**src/sv/dshot_pkg.sv**
```systemverilog
// Package: constants and helper functions for the DShot frame pulse encoder.
`timescale 1ns / 1ps

package dshot_pkg;

   // Field widths
   localparam int THROTTLE_W   = 16;
   localparam int THR_CLAMP_W  = 11;
   localparam int MODE_W       = 3;
   localparam int PAUSE_W      = 15;
   localparam int HIGH_W       = 15;
   localparam int LOW_W        = 6;
   localparam int FRAME_BITS   = 16;
   localparam int CNT_W        = 5;
   localparam int CSR_INDEX_W  = 2;
   localparam int CSR_DATA_W   = 15;

   // Register indexes
   localparam logic [CSR_INDEX_W-1:0] CSR_BIT_RATE_MODE    = 2'd0;
   localparam logic [CSR_INDEX_W-1:0] CSR_THROTTLE_FLOOR   = 2'd1;
   localparam logic [CSR_INDEX_W-1:0] CSR_THROTTLE_CEILING = 2'd2;
   localparam logic [CSR_INDEX_W-1:0] CSR_PAUSE_TICKS      = 2'd3;

   // Rate mode codes
   localparam logic [MODE_W-1:0] MODE_150K  = 3'd0;
   localparam logic [MODE_W-1:0] MODE_300K  = 3'd1;
   localparam logic [MODE_W-1:0] MODE_600K  = 3'd2;
   localparam logic [MODE_W-1:0] MODE_1200K = 3'd3;

   // Reset values of the registers
   localparam logic [MODE_W-1:0]      RESET_MODE     = MODE_600K;
   localparam logic [THR_CLAMP_W-1:0] RESET_FLOOR    = 11'd48;
   localparam logic [THR_CLAMP_W-1:0] RESET_CEILING  = 11'd2047;
   localparam logic [PAUSE_W-1:0]     RESET_PAUSE    = 15'd0;

   // Bit timing in ticks for one rate mode
   typedef struct packed {
      logic [6:0] period;
      logic [5:0] zero_high;
      logic [5:0] one_high;
   } timing_type;

   function automatic timing_type rate_timing(input logic [MODE_W-1:0] mode);
      timing_type t;
      unique case (mode)
         MODE_150K:  t = '{period: 7'd64, zero_high: 6'd24, one_high: 6'd48};
         MODE_300K:  t = '{period: 7'd32, zero_high: 6'd12, one_high: 6'd24};
         MODE_600K:  t = '{period: 7'd16, zero_high: 6'd6,  one_high: 6'd12};
         MODE_1200K: t = '{period: 7'd8,  zero_high: 6'd3,  one_high: 6'd6};
         default:    t = '{period: 7'd0,  zero_high: 6'd0,  one_high: 6'd0};
      endcase
      return t;
   endfunction

   // Clamp the throttle (floor first, ceiling wins) and build the 16-bit frame
   function automatic logic [FRAME_BITS-1:0] encode_frame(
      input logic [THROTTLE_W-1:0]  thr,
      input logic                   tel,
      input logic [THR_CLAMP_W-1:0] floor_val,
      input logic [THR_CLAMP_W-1:0] ceil_val
   );
      logic [THROTTLE_W-1:0]  t;
      logic [11:0]            word;
      logic [3:0]             chk;
      t = thr;
      if (t < {5'd0, floor_val}) t = {5'd0, floor_val};
      if (t > {5'd0, ceil_val})  t = {5'd0, ceil_val};
      word = {t[10:0], tel};
      chk  = word[11:8] ^ word[7:4] ^ word[3:0];
      return {word, chk};
   endfunction

endpackage

```
**src/sv/dshot_frame_pulse_encoder_core.sv**
```systemverilog
// Top level: DShot frame pulse encoder, throttle transaction in, 17 pulse items out.
`timescale 1ns / 1ps

// Each accepted throttle transaction yields seventeen pulse items: sixteen
// data bits of the DShot frame, MSB first, each a high phase followed by a
// low phase, then one low pause item flagged with rsp_last. Items leave one
// per cycle through a registered output stage while rsp_stall is low;
// the next transaction is taken in the cycle its predecessor's pause item
// moves to the output, so frames follow each other with no gap on the
// output. The clamp and checksum are computed when a transaction is
// accepted and held in a frame shift register; the bit timing follows
// the live rate mode register. Registers must only be written while no
// frame is in flight.
module dshot_frame_pulse_encoder_core (
   input  logic                                  clock,
   input  logic                                  reset,
   // configuration
   input  logic                                  csr_write,
   input  logic [dshot_pkg::CSR_INDEX_W-1:0]     csr_index,
   input  logic [dshot_pkg::CSR_DATA_W-1:0]      csr_data,
   // request channel
   input  logic                                  req_valid,
   output logic                                  req_stall,
   input  logic [dshot_pkg::THROTTLE_W-1:0]      req_throttle,
   input  logic                                  req_telemetry_request,
   // response channel
   output logic                                  rsp_valid,
   input  logic                                  rsp_stall,
   output logic                                  rsp_first_level,
   output logic [dshot_pkg::HIGH_W-1:0]          rsp_first_duration,
   output logic                                  rsp_second_level,
   output logic [dshot_pkg::LOW_W-1:0]           rsp_second_duration,
   output logic                                  rsp_last
);

   // Configuration registers
   logic [dshot_pkg::MODE_W-1:0]      mode_ff;
   logic [dshot_pkg::THR_CLAMP_W-1:0] floor_ff;
   logic [dshot_pkg::THR_CLAMP_W-1:0] ceil_ff;
   logic [dshot_pkg::PAUSE_W-1:0]     pause_ff;

   // Frame shifter
   logic                              busy_ff, busy_in;
   logic [dshot_pkg::CNT_W-1:0]       count_ff, count_in;
   logic [dshot_pkg::FRAME_BITS-1:0]  frame_ff, frame_in;

   // Output stage
   logic                              out_valid_ff, out_valid_in;
   logic                              out_first_level_ff, out_first_level_in;
   logic [dshot_pkg::HIGH_W-1:0]      out_first_dur_ff, out_first_dur_in;
   logic [dshot_pkg::LOW_W-1:0]       out_second_dur_ff, out_second_dur_in;
   logic                              out_last_ff, out_last_in;

   logic                              advance;
   logic                              emit;
   logic                              pause_item;
   logic                              accept;
   logic [5:0]                        bit_high;
   logic [6:0]                        bit_low;
   dshot_pkg::timing_type             timing;

   // Handshake control
   assign advance    = !out_valid_ff || !rsp_stall;
   assign emit       = busy_ff && advance;
   assign pause_item = count_ff[dshot_pkg::CNT_W-1];
   assign req_stall  = busy_ff && !(emit && pause_item);
   assign accept     = req_valid && !req_stall;

   // Pulse timing for the current bit
   always_comb begin
      timing   = dshot_pkg::rate_timing(mode_ff);
      bit_high = frame_ff[dshot_pkg::FRAME_BITS-1] ? timing.one_high : timing.zero_high;
      bit_low  = timing.period - {1'b0, bit_high};
   end

   // Next state of the frame shifter and output stage
   always_comb begin
      busy_in            = busy_ff;
      count_in           = count_ff;
      frame_in           = frame_ff;
      out_valid_in       = out_valid_ff;
      out_first_level_in = out_first_level_ff;
      out_first_dur_in   = out_first_dur_ff;
      out_second_dur_in  = out_second_dur_ff;
      out_last_in        = out_last_ff;

      if (advance) begin
         out_valid_in = emit;
      end

      if (emit) begin
         if (pause_item) begin
            out_first_level_in = 1'b0;
            out_first_dur_in   = pause_ff;
            out_second_dur_in  = '0;
            out_last_in        = 1'b1;
            busy_in            = 1'b0;
         end else begin
            out_first_level_in = 1'b1;
            out_first_dur_in   = {9'd0, bit_high};
            out_second_dur_in  = bit_low[dshot_pkg::LOW_W-1:0];
            out_last_in        = 1'b0;
            frame_in           = {frame_ff[dshot_pkg::FRAME_BITS-2:0], 1'b0};
            count_in           = count_ff + 5'd1;
         end
      end

      if (accept) begin
         busy_in  = 1'b1;
         count_in = '0;
         frame_in = dshot_pkg::encode_frame(req_throttle, req_telemetry_request,
                                            floor_ff, ceil_ff);
      end
   end

   // Control registers
   always_ff @(posedge clock) begin
      if (reset) begin
         busy_ff      <= 1'b0;
         count_ff     <= '0;
         out_valid_ff <= 1'b0;
         mode_ff      <= dshot_pkg::RESET_MODE;
         floor_ff     <= dshot_pkg::RESET_FLOOR;
         ceil_ff      <= dshot_pkg::RESET_CEILING;
         pause_ff     <= dshot_pkg::RESET_PAUSE;
      end else begin
         busy_ff      <= busy_in;
         count_ff     <= count_in;
         out_valid_ff <= out_valid_in;
         if (csr_write) begin
            unique case (csr_index)
               dshot_pkg::CSR_BIT_RATE_MODE:    mode_ff  <= csr_data[dshot_pkg::MODE_W-1:0];
               dshot_pkg::CSR_THROTTLE_FLOOR:   floor_ff <= csr_data[dshot_pkg::THR_CLAMP_W-1:0];
               dshot_pkg::CSR_THROTTLE_CEILING: ceil_ff  <= csr_data[dshot_pkg::THR_CLAMP_W-1:0];
               dshot_pkg::CSR_PAUSE_TICKS:      pause_ff <= csr_data[dshot_pkg::PAUSE_W-1:0];
               default: ;
            endcase
         end
      end
   end

   // Payload registers
   always_ff @(posedge clock) begin
      frame_ff           <= frame_in;
      out_first_level_ff <= out_first_level_in;
      out_first_dur_ff   <= out_first_dur_in;
      out_second_dur_ff  <= out_second_dur_in;
      out_last_ff        <= out_last_in;
   end

   // Response outputs
   assign rsp_valid           = out_valid_ff;
   assign rsp_first_level     = out_first_level_ff;
   assign rsp_first_duration  = out_first_dur_ff;
   assign rsp_second_level    = 1'b0;
   assign rsp_second_duration = out_second_dur_ff;
   assign rsp_last            = out_last_ff;

endmodule
```
**config.mk**
```make
export PLATFORM = sky130hd
export DESIGN_NAME = dshot_frame_pulse_encoder_core
export DESIGN_NICKNAME = d
export VERILOG_FILES = /design/src/sv/dshot_pkg.sv /design/src/sv/dshot_frame_pulse_encoder_core.sv
export SDC_FILE = /design/constraint.sdc
export NUM_CORES = 1
export LEC_CHECK = 0
export BUFFER_PORTS_ARGS = -buffer_cell sky130_fd_sc_hd__clkbuf_2
export CELL_PAD_IN_SITES_DETAIL_PLACEMENT = 0
export CELL_PAD_IN_SITES_GLOBAL_PLACEMENT = 1
export CORE_ASPECT_RATIO = 2
export CORE_MARGIN = 2
export CORE_UTILIZATION = 39
export CTS_CLUSTER_DIAMETER = 120
export DETAILED_ROUTE_END_ITERATION = 10
export PLACE_DENSITY = 0.81
export SLEW_MARGIN = 20
export SYNTH_ARGS = -nofsm -noshare
export SYNTH_HDL_FRONTEND = slang
export SYNTH_SLANG_ARGS = --single-unit
```
**constraint.sdc**
```tcl
create_clock -name clock -period 4 [get_ports clock]
set_input_delay 0.4 -clock clock [delete_from_list [all_inputs] [get_ports clock]]
set_output_delay 0.4 -clock clock [all_outputs]
set_load 0.005 [all_outputs]
```
==> summary.md, run 1 <==
| Metric | Value |
|---|---|
| Status | `complete, no violations` |
| Routability-driven placement congestion ratio | `about 0.92` |
| Layout cells sized above 1 | `0.3107` |
| Commonest non-fill, non-tap cell in the layout | `nand2_1` |
| Die H | `approximately 160 µm` |
| Slew Viols, Final | `0` |
| Crit-path max FO | `7` |
| Die Wd | `80.75 µm` |
| Worst slew pin tran | `between 800 and 900 ps` |
| Clock Tree Buf Depth | `2` |
| Post-synthesis instance total | `a little over 500` |
| Final #Nets | `677` |
| Global Route Usage Sum | `0.2094` |
| Clock Pin Slew Worst Setup and Hold Paths | `approximately 70 ps` |
| Final Skew | `9.316 ps` |
| CTS H-tree depth | `3` |
| Delay-heaviest family, CP | `simple AND/OR/NAND/NOR gates` |
| DR WL/cell | `16.94 µm` |
| Clk sink count | `86` |
| CTS tree | `built` |
| Crit path launch | `floor_ff[1]$_SDFFE_PP0P_` |
| Inserted Diodes | `0` |
| Seq cells post-synth | `86` |
| Cell breakdown of the critical path | `inv_1 -> ha_1 -> o211ai_1 -> o21a_1 -> or3_4 -> nand2_4 -> buf_4 -> mux2i_1 -> buf_4 -> ha_1 -> and4_1 -> and3_4 -> a311o_2 -> a21oi_4 -> nor3_2 -> mux2_4` |
| Pwr/cell area | `370.4 mW/mm²` |
| Slew headroom | `0.4264` |
| Core area | `0.01163 mm²` |
| MaxCap Viol Count | `0` |
| Dpl ws | `-438.5 ps` |
| First-pass GRT wire length | `approximately 20 mm` |
| DR vias | `~4100` |
| Sequential share of the synthesized area | `0.4597` |
| I/O pin total | `65` |
| Global route total overflow | `0` |
| Largest stage delay, worst path | `about 420 ps` |
| Post-DP HPWL | `9.948 mm` |
| Register-to-Register Setup Slack | `130 ps` |
| Critical path type | `reg -> reg` |
| Distinct cell type count after synthesis | `53` |
| Vias in the first global route | `3907` |
| Setup violators final | `0` |
| VDD IR max | `216.3 µV` |
| Critical path launch point type | `register` |
| Antenna-violating nets left | `0` |
| Crit path DAT | `around 4000 ps` |
| Mapped Area | `0.004594 mm²` |
| DRT iter0 DRCs | `176` |
| Drc violations | `0` |
| Initial antenna violation count | `0` |
| Most frequent cells in the layout | `nand2_1, clkbuf_2, buf_4` |
| Synthesized area per cell | `8.973 µm²` |
| Leak Pwr | `2.466 nW` |
| Ys flop type | `dfxtp_1` |
| Hold crit path type | `in -> reg` |
| Fin crit share | `0.9663` |
| I/O Buffers | `63` |
| Initial core utilization | `0.3950` |
| Post-Route WL | `12.92 mm` |
| WP data required | `4100 ps` |
| Synth async-reset ratio | `0` |
| Final worst slack | `134.8 ps` |
| Fmax achieved | `0.2587 GHz` |
| Clock Power Share | `0.385` |
| Pint | `1.635 mW` |
| First-pass DRT Iterations | `4` |
| EDFF count, synth | `39` |
| Logic pwr share | `0.159` |
| Die Area | `0.01272 mm²` |
| Worst r2r src | `floor_ff[1]$_SDFFE_PP0P_` |
| Setup TNS | `0 ps` |
| NetSw | `0.5861 mW` |
| Final Hold Viols | `0` |
| Skew-Pair Late Insertion Delay | `340 ps` |
| Largest net degree at the start of global routing | `44` |
| Slowest cell on crit path | `or3_4` |
| Clock root buffer | `clkbuf_16` |
| Sequential Power Share | `0.456` |
| Multi-input gate area | `0.002577 mm²` |
| Sequential Area | `0.002117 mm²` |
| WHS | `approximately 280 ps` |
| Mapped Nets | `576` |
| Vias/cell | `around 5.3` |
| Cts bufs inserted | `9` |
| Period minus WS final | `3865 ps` |
| Switching share of power | `0.2639` |
| WP buf/inv | `3` |
| Ys Warns | `0` |
| Area Overhead vs Synth | `30.50%` |
| Hold path start | `csr_data[11]` |
| FILL cells | `1123` |
| FP Rows | `between 50 and 60` |
| CP Capture Type | `register` |
==> final timing paths <==
path,to,cells after the start
worst min-delay path,pause_ff[11]$_SDFFE_PP0P_,3
worst max-delay path,frame_ff[0]$_SDFFCE_PN0P_,16
worst min register to register,pause_ff[6]$_SDFFE_PP0P_,2
worst max register to register,frame_ff[0]$_SDFFCE_PN0P_,16
==> sequential cells by signal (all words and copies together) (netlist names) <==
name                 cells
frame_ff                16
mode_ff                  3
ceil_ff                 11
busy_ff                  1
rsp_first_duration      15
rsp_last                 1
rsp_first_level          1
floor_ff                11
rsp_valid                1
pause_ff                15
count_ff                 5
rsp_second_duration      6
==> final cells by class <==
cell class	instances	share of cell area
Clock buffer	9	0.03756
Clock inverter	7	0.01336
Inverter	23	0.01440
Multi-Input combinational cell	377	0.4299
Sequential cell	86	0.3531
Tap cell	145	0.03026
Timing Repair Buffer	116	0.1215
==> what timing repair did <==
item,CTS,global route
pin swaps,2,15
setup buffers,2,7
hold buffers,0,0
resized for setup,15,54
setup endpoints to repair,15,15
==> logic make-up (layout without fill, tap and decap cells) <==
kind of cell | Yosys count | count (layout) | share of synthesized area
simple gates | 197 | 197 | 0.2059
compound gates | 128 | 128 | 0.1724
flops | 86 | 86 | 0.4597
buf+inv | 49 | 155 | 0.04112
fa+ha+maj | 25 | 25 | 0.06808
xor+xnor | 20 | 20 | 0.03813
mux | 6 | 6 | 0.01389
other cells | 1 | 1 | 0.0008162
==> through the flow <==
step,util,area [µm²],instances,total power [mW]
floorplan,-,4601,512,1.213
global route,0.5155,5996,763,2.312
detailed placement,0.4578,5325,738,1.350
finish,0.5155,5996,763,2.221
global placement,0.4578,5325,738,1.341
CTS,0.4885,5682,756,2.204
==> power groups by stage <==
stage	Combinational, mW	Sequential [mW]	Clock (mW)
after floorplan	0.186	1.03	0
after global placement	0.311	1.03	0
after global routing	0.392	1.02	0.901
after detailed placement	0.317	1.03	0
after CTS	0.323	1.01	0.867
final	0.353	1.01	0.854
==> worst register-to-register path, cell delays in order, from the launching register on <==
cell      delay [ps]
dfxtp_2          350
inv_1             80
ha_1             280
o211ai_1          80
o21a_1           220
or3_4            420
nand2_4          120
buf_4            150
mux2i_1          200
buf_4            160
ha_1             220
and4_1           180
and3_4           190
a311o_2          410
a21oi_4          210
nor3_2            70
mux2_4           300
==> cell usage after synthesis, drive strengths merged (3+ instances only) <==
master,count,area (µm²)
edfxtp,39,1171
a21o,3,23.77
nor2b,6,37.54
inv,23,86.33
and2,11,70.07
o211ai,6,50.05
nand2b,8,50.05
a31oi,4,25.02
nor3b,4,30.03
or2,4,25.02
nand3b,12,90.09
ha,25,312.8
nand4,3,18.77
buf,3,16.26
mux2i,3,30.03
mux2,3,33.78
dfxtp,47,940.9
a211o,6,52.55
nor2,26,97.59
a21oi,55,275.3
a21boi,3,22.52
nand2,101,391.6
nand3,7,35.03
xnor2,13,113.9
nor3,8,45.04
o21ai,38,190.2
xor2,7,61.31
clkbuf,23,86.33
==> routing by layer <==
metal	up-vias	routed length, µm	track usage
li1	1987	-	-
met5	-	0	0
met3	39	413	0.03039
met2	116	7216	0.3821
met1	1934	4378	0.2020
met4	0	916	0.1655
(Power assumes the default switching activity.)
==> run 2, diff against run 1 <==
Settings changed: REMOVE_ABC_BUFFERS from default to 1.
==> run 2 against run 1 <==
Compared with the run above:
- sequential cell count did not move
- clock skew fell by 2.1 ps
- cell area rose by 0.46%
==> summary.md, run 2 (same netlist as run 1, synthesis figures left out) <==
| Metric | Value |
|---|---|
| Critical path launch point type | `register` |
| I/O Buffers | `63 (unchanged)` |
| Inst Count DP | `747 (+1.2%)` |
| Largest net degree at the start of global routing | `44 (unchanged)` |
| Clock Tree Buf Depth | `2 (unchanged)` |
| Setup violators final | `0 (unchanged)` |
| Non-Filler Instances | `768 (+0.66%)` |
| WP data required | `4090 ps (about the same)` |
| Layout cells sized above 1 | `0.3130 (+0.002322)` |
| Drc violations | `0 (unchanged)` |
| Initial core utilization | `0.3950 (unchanged)` |
| FP Rows | `56 (unchanged)` |
| Post-CTS Hold Buffers | `0 (unchanged)` |
| DRT iter0 DRCs | `131 (-26%)` |
| Antenna-violating nets left | `0 (unchanged)` |
| Period minus WS final | `3899 ps (+33.92 ps)` |
| Routability-driven placement congestion ratio | `0.9027 (-2.0%)` |
| Clock Pin Slew Worst Setup and Hold Paths | `70 ps (about the same)` |
| Placed inst area | `0.005386 mm² (+1.2%)` |
| Commonest non-fill, non-tap cell in the layout | `nand2_1` |
| VDD IR max | `295.8 µV (+37%)` |
| Slew Viols, Final | `0 (unchanged)` |
| Final Skew | `7.198 ps (-2.118 ps)` |
| Setup TNS | `0 ps (unchanged)` |
| Slew headroom | `0.4351 (+0.008633)` |
| Cts bufs inserted | `9 (unchanged)` |
| Total power | `2.190 mW (-1.4%)` |
| Final Hold Viols | `0 (unchanged)` |
| Clk sink count | `86 (unchanged)` |
| CTS H-tree depth | `3 (unchanged)` |
| Crit path DAT | `3990 ps (+30 ps)` |
| Fin crit share | `0.9748 (+0.008481)` |
| Skew-Pair Late Insertion Delay | `340 ps (about the same)` |
| Max reg flops | `16 (unchanged)` |
| First-pass GRT wire length | `20.11 mm (+2.0%)` |
| First-pass DRT Iterations | `4 (unchanged)` |
| Worst slew pin tran | `846.5 ps (-12.94 ps)` |
| Leak Pwr | `2.484 nW (+0.76%)` |
| Clock root buffer | `clkbuf_16` |
| CP Capture Type | `register` |
| Final #Nets | `682 (+0.74%)` |
| Status | `complete, no violations` |
| MaxCap Viol Count | `0 (unchanged)` |
| Post-Route WL | `12.60 mm (-2.5%)` |
| Fmax achieved | `0.2565 GHz (-0.87%)` |
| Core area | `0.01163 mm² (unchanged)` |
| Global route total overflow | `0 (unchanged)` |
| Post-DP HPWL | `10.09 mm (+1.4%)` |
| I/O pin total | `65 (unchanged)` |
| Vias/cell | `5.247 (-1.8%)` |
| Vias in the first global route | `4112 (+5.2%)` |
| Most frequent cells in the layout | `nand2_1, clkbuf_2, buf_4` |
| Area Overhead vs Synth | `31.10%` |
| Die Area | `0.01272 mm² (unchanged)` |
| DR WL/cell | `16.40 µm (-3.2%)` |
| Global Route Usage Sum | `0.2111 (+0.001632)` |
| Pwr/cell area | `363.6 mW/mm² (-1.8%)` |
| DR vias | `4030 (-1.1%)` |
| Hold crit path type | `in -> reg` |
| Crit-path max FO | `8 (+1)` |
| Initial antenna violation count | `0 (unchanged)` |
| CTS tree | `built` |
| Critical path type | `reg -> reg` |
| Inserted Diodes | `0 (unchanged)` |
| Biggest register | `frame_ff` |
| Die Wd | `80.75 µm (unchanged)` |
| Design area | `0.006023 mm² (+0.46%)` |
| Die H | `157.5 µm (unchanged)` |
| FILL cells | `1124 (+0.089%)` |
[run 2: cell count changes in the layout (fill, tap and decap cells not counted), sizes merged]
cell / change
inv: +1
buf: +5
bufinv: -1
[run 2: repair_timing]
action                     in CTS  in global routing
buffers inserted                1                  4
pin swaps                       6                 14
gates resized for setup        40                 34
setup endpoints to repair      15                 15
[run 2: where the power goes]
part | internal (mW) | total, mW | switching (mW)
registers | 0.987 | 1.01 | 0.0275
logic | 0.158 | 0.351 | 0.193
clock network | 0.441 | 0.824 | 0.384
total | 1.59 | 2.19 | 0.604
[run 2: worst paths after layout]
check / slack [ps] / depth (start not counted) / start / to
worst min register to register: 450 / 2 / pause_ff[12]$_SDFFE_PP0P_ / pause_ff[12]$_SDFFE_PP0P_
worst max-delay path: 100 / 17 / floor_ff[10]$_SDFFE_PP0P_ / frame_ff[0]$_SDFFCE_PN0P_
worst min-delay path: 280 / 3 / csr_data[13] / pause_ff[13]$_SDFFE_PP0P_
worst max register to register: 100 / 17 / floor_ff[10]$_SDFFE_PP0P_ / frame_ff[0]$_SDFFCE_PN0P_
[run 2: metrics by stage]
step                      setup slack (ps)  hold WS (ps)    util
after detailed placement            -491.5         443.0  0.4631
after CTS                           0.5036         267.4  0.5024
after global routing                -80.40         279.1  0.5179
after floorplan                     -58.68         425.7       -
final                                100.8         275.6  0.5179
after global placement              -432.0         436.5  0.4631
[run 2: layout make-up]
type	count	area [µm²]	share of cell area
inverters	23	88.84	0.01475
multi-input cells	377	2566	0.4260
clock buffers	9	225.2	0.03739
clock inverters	7	72.57	0.01205
flip-flops and latches	86	2116	0.3513
repair buffers	121	773.2	0.1284
well taps	145	181.4	0.03012
[run 2: critical path, cell delays in order, from the launching register on]
cell	delay (ps)
dfxtp_2	350
inv_4	50
ha_4	210
and4b_2	270
a2111o_1	580
buf_6	200
nor3_4	170
a21o_1	180
ha_4	220
o21ai_1	80
o21ai_1	80
o211ai_1	90
buf_4	160
a311o_1	290
buf_4	150
nand3_1	80
o211ai_2	170
mux2_4	310
[run 2: layer usage]
metal,track usage,vias to the layer above,share of wire
met5,0,-,0
met4,0.1170,0,0.055
met3,0.02236,38,0.026
met2,0.4127,103,0.57
met1,0.2060,1890,0.35
li1,-,1999,-
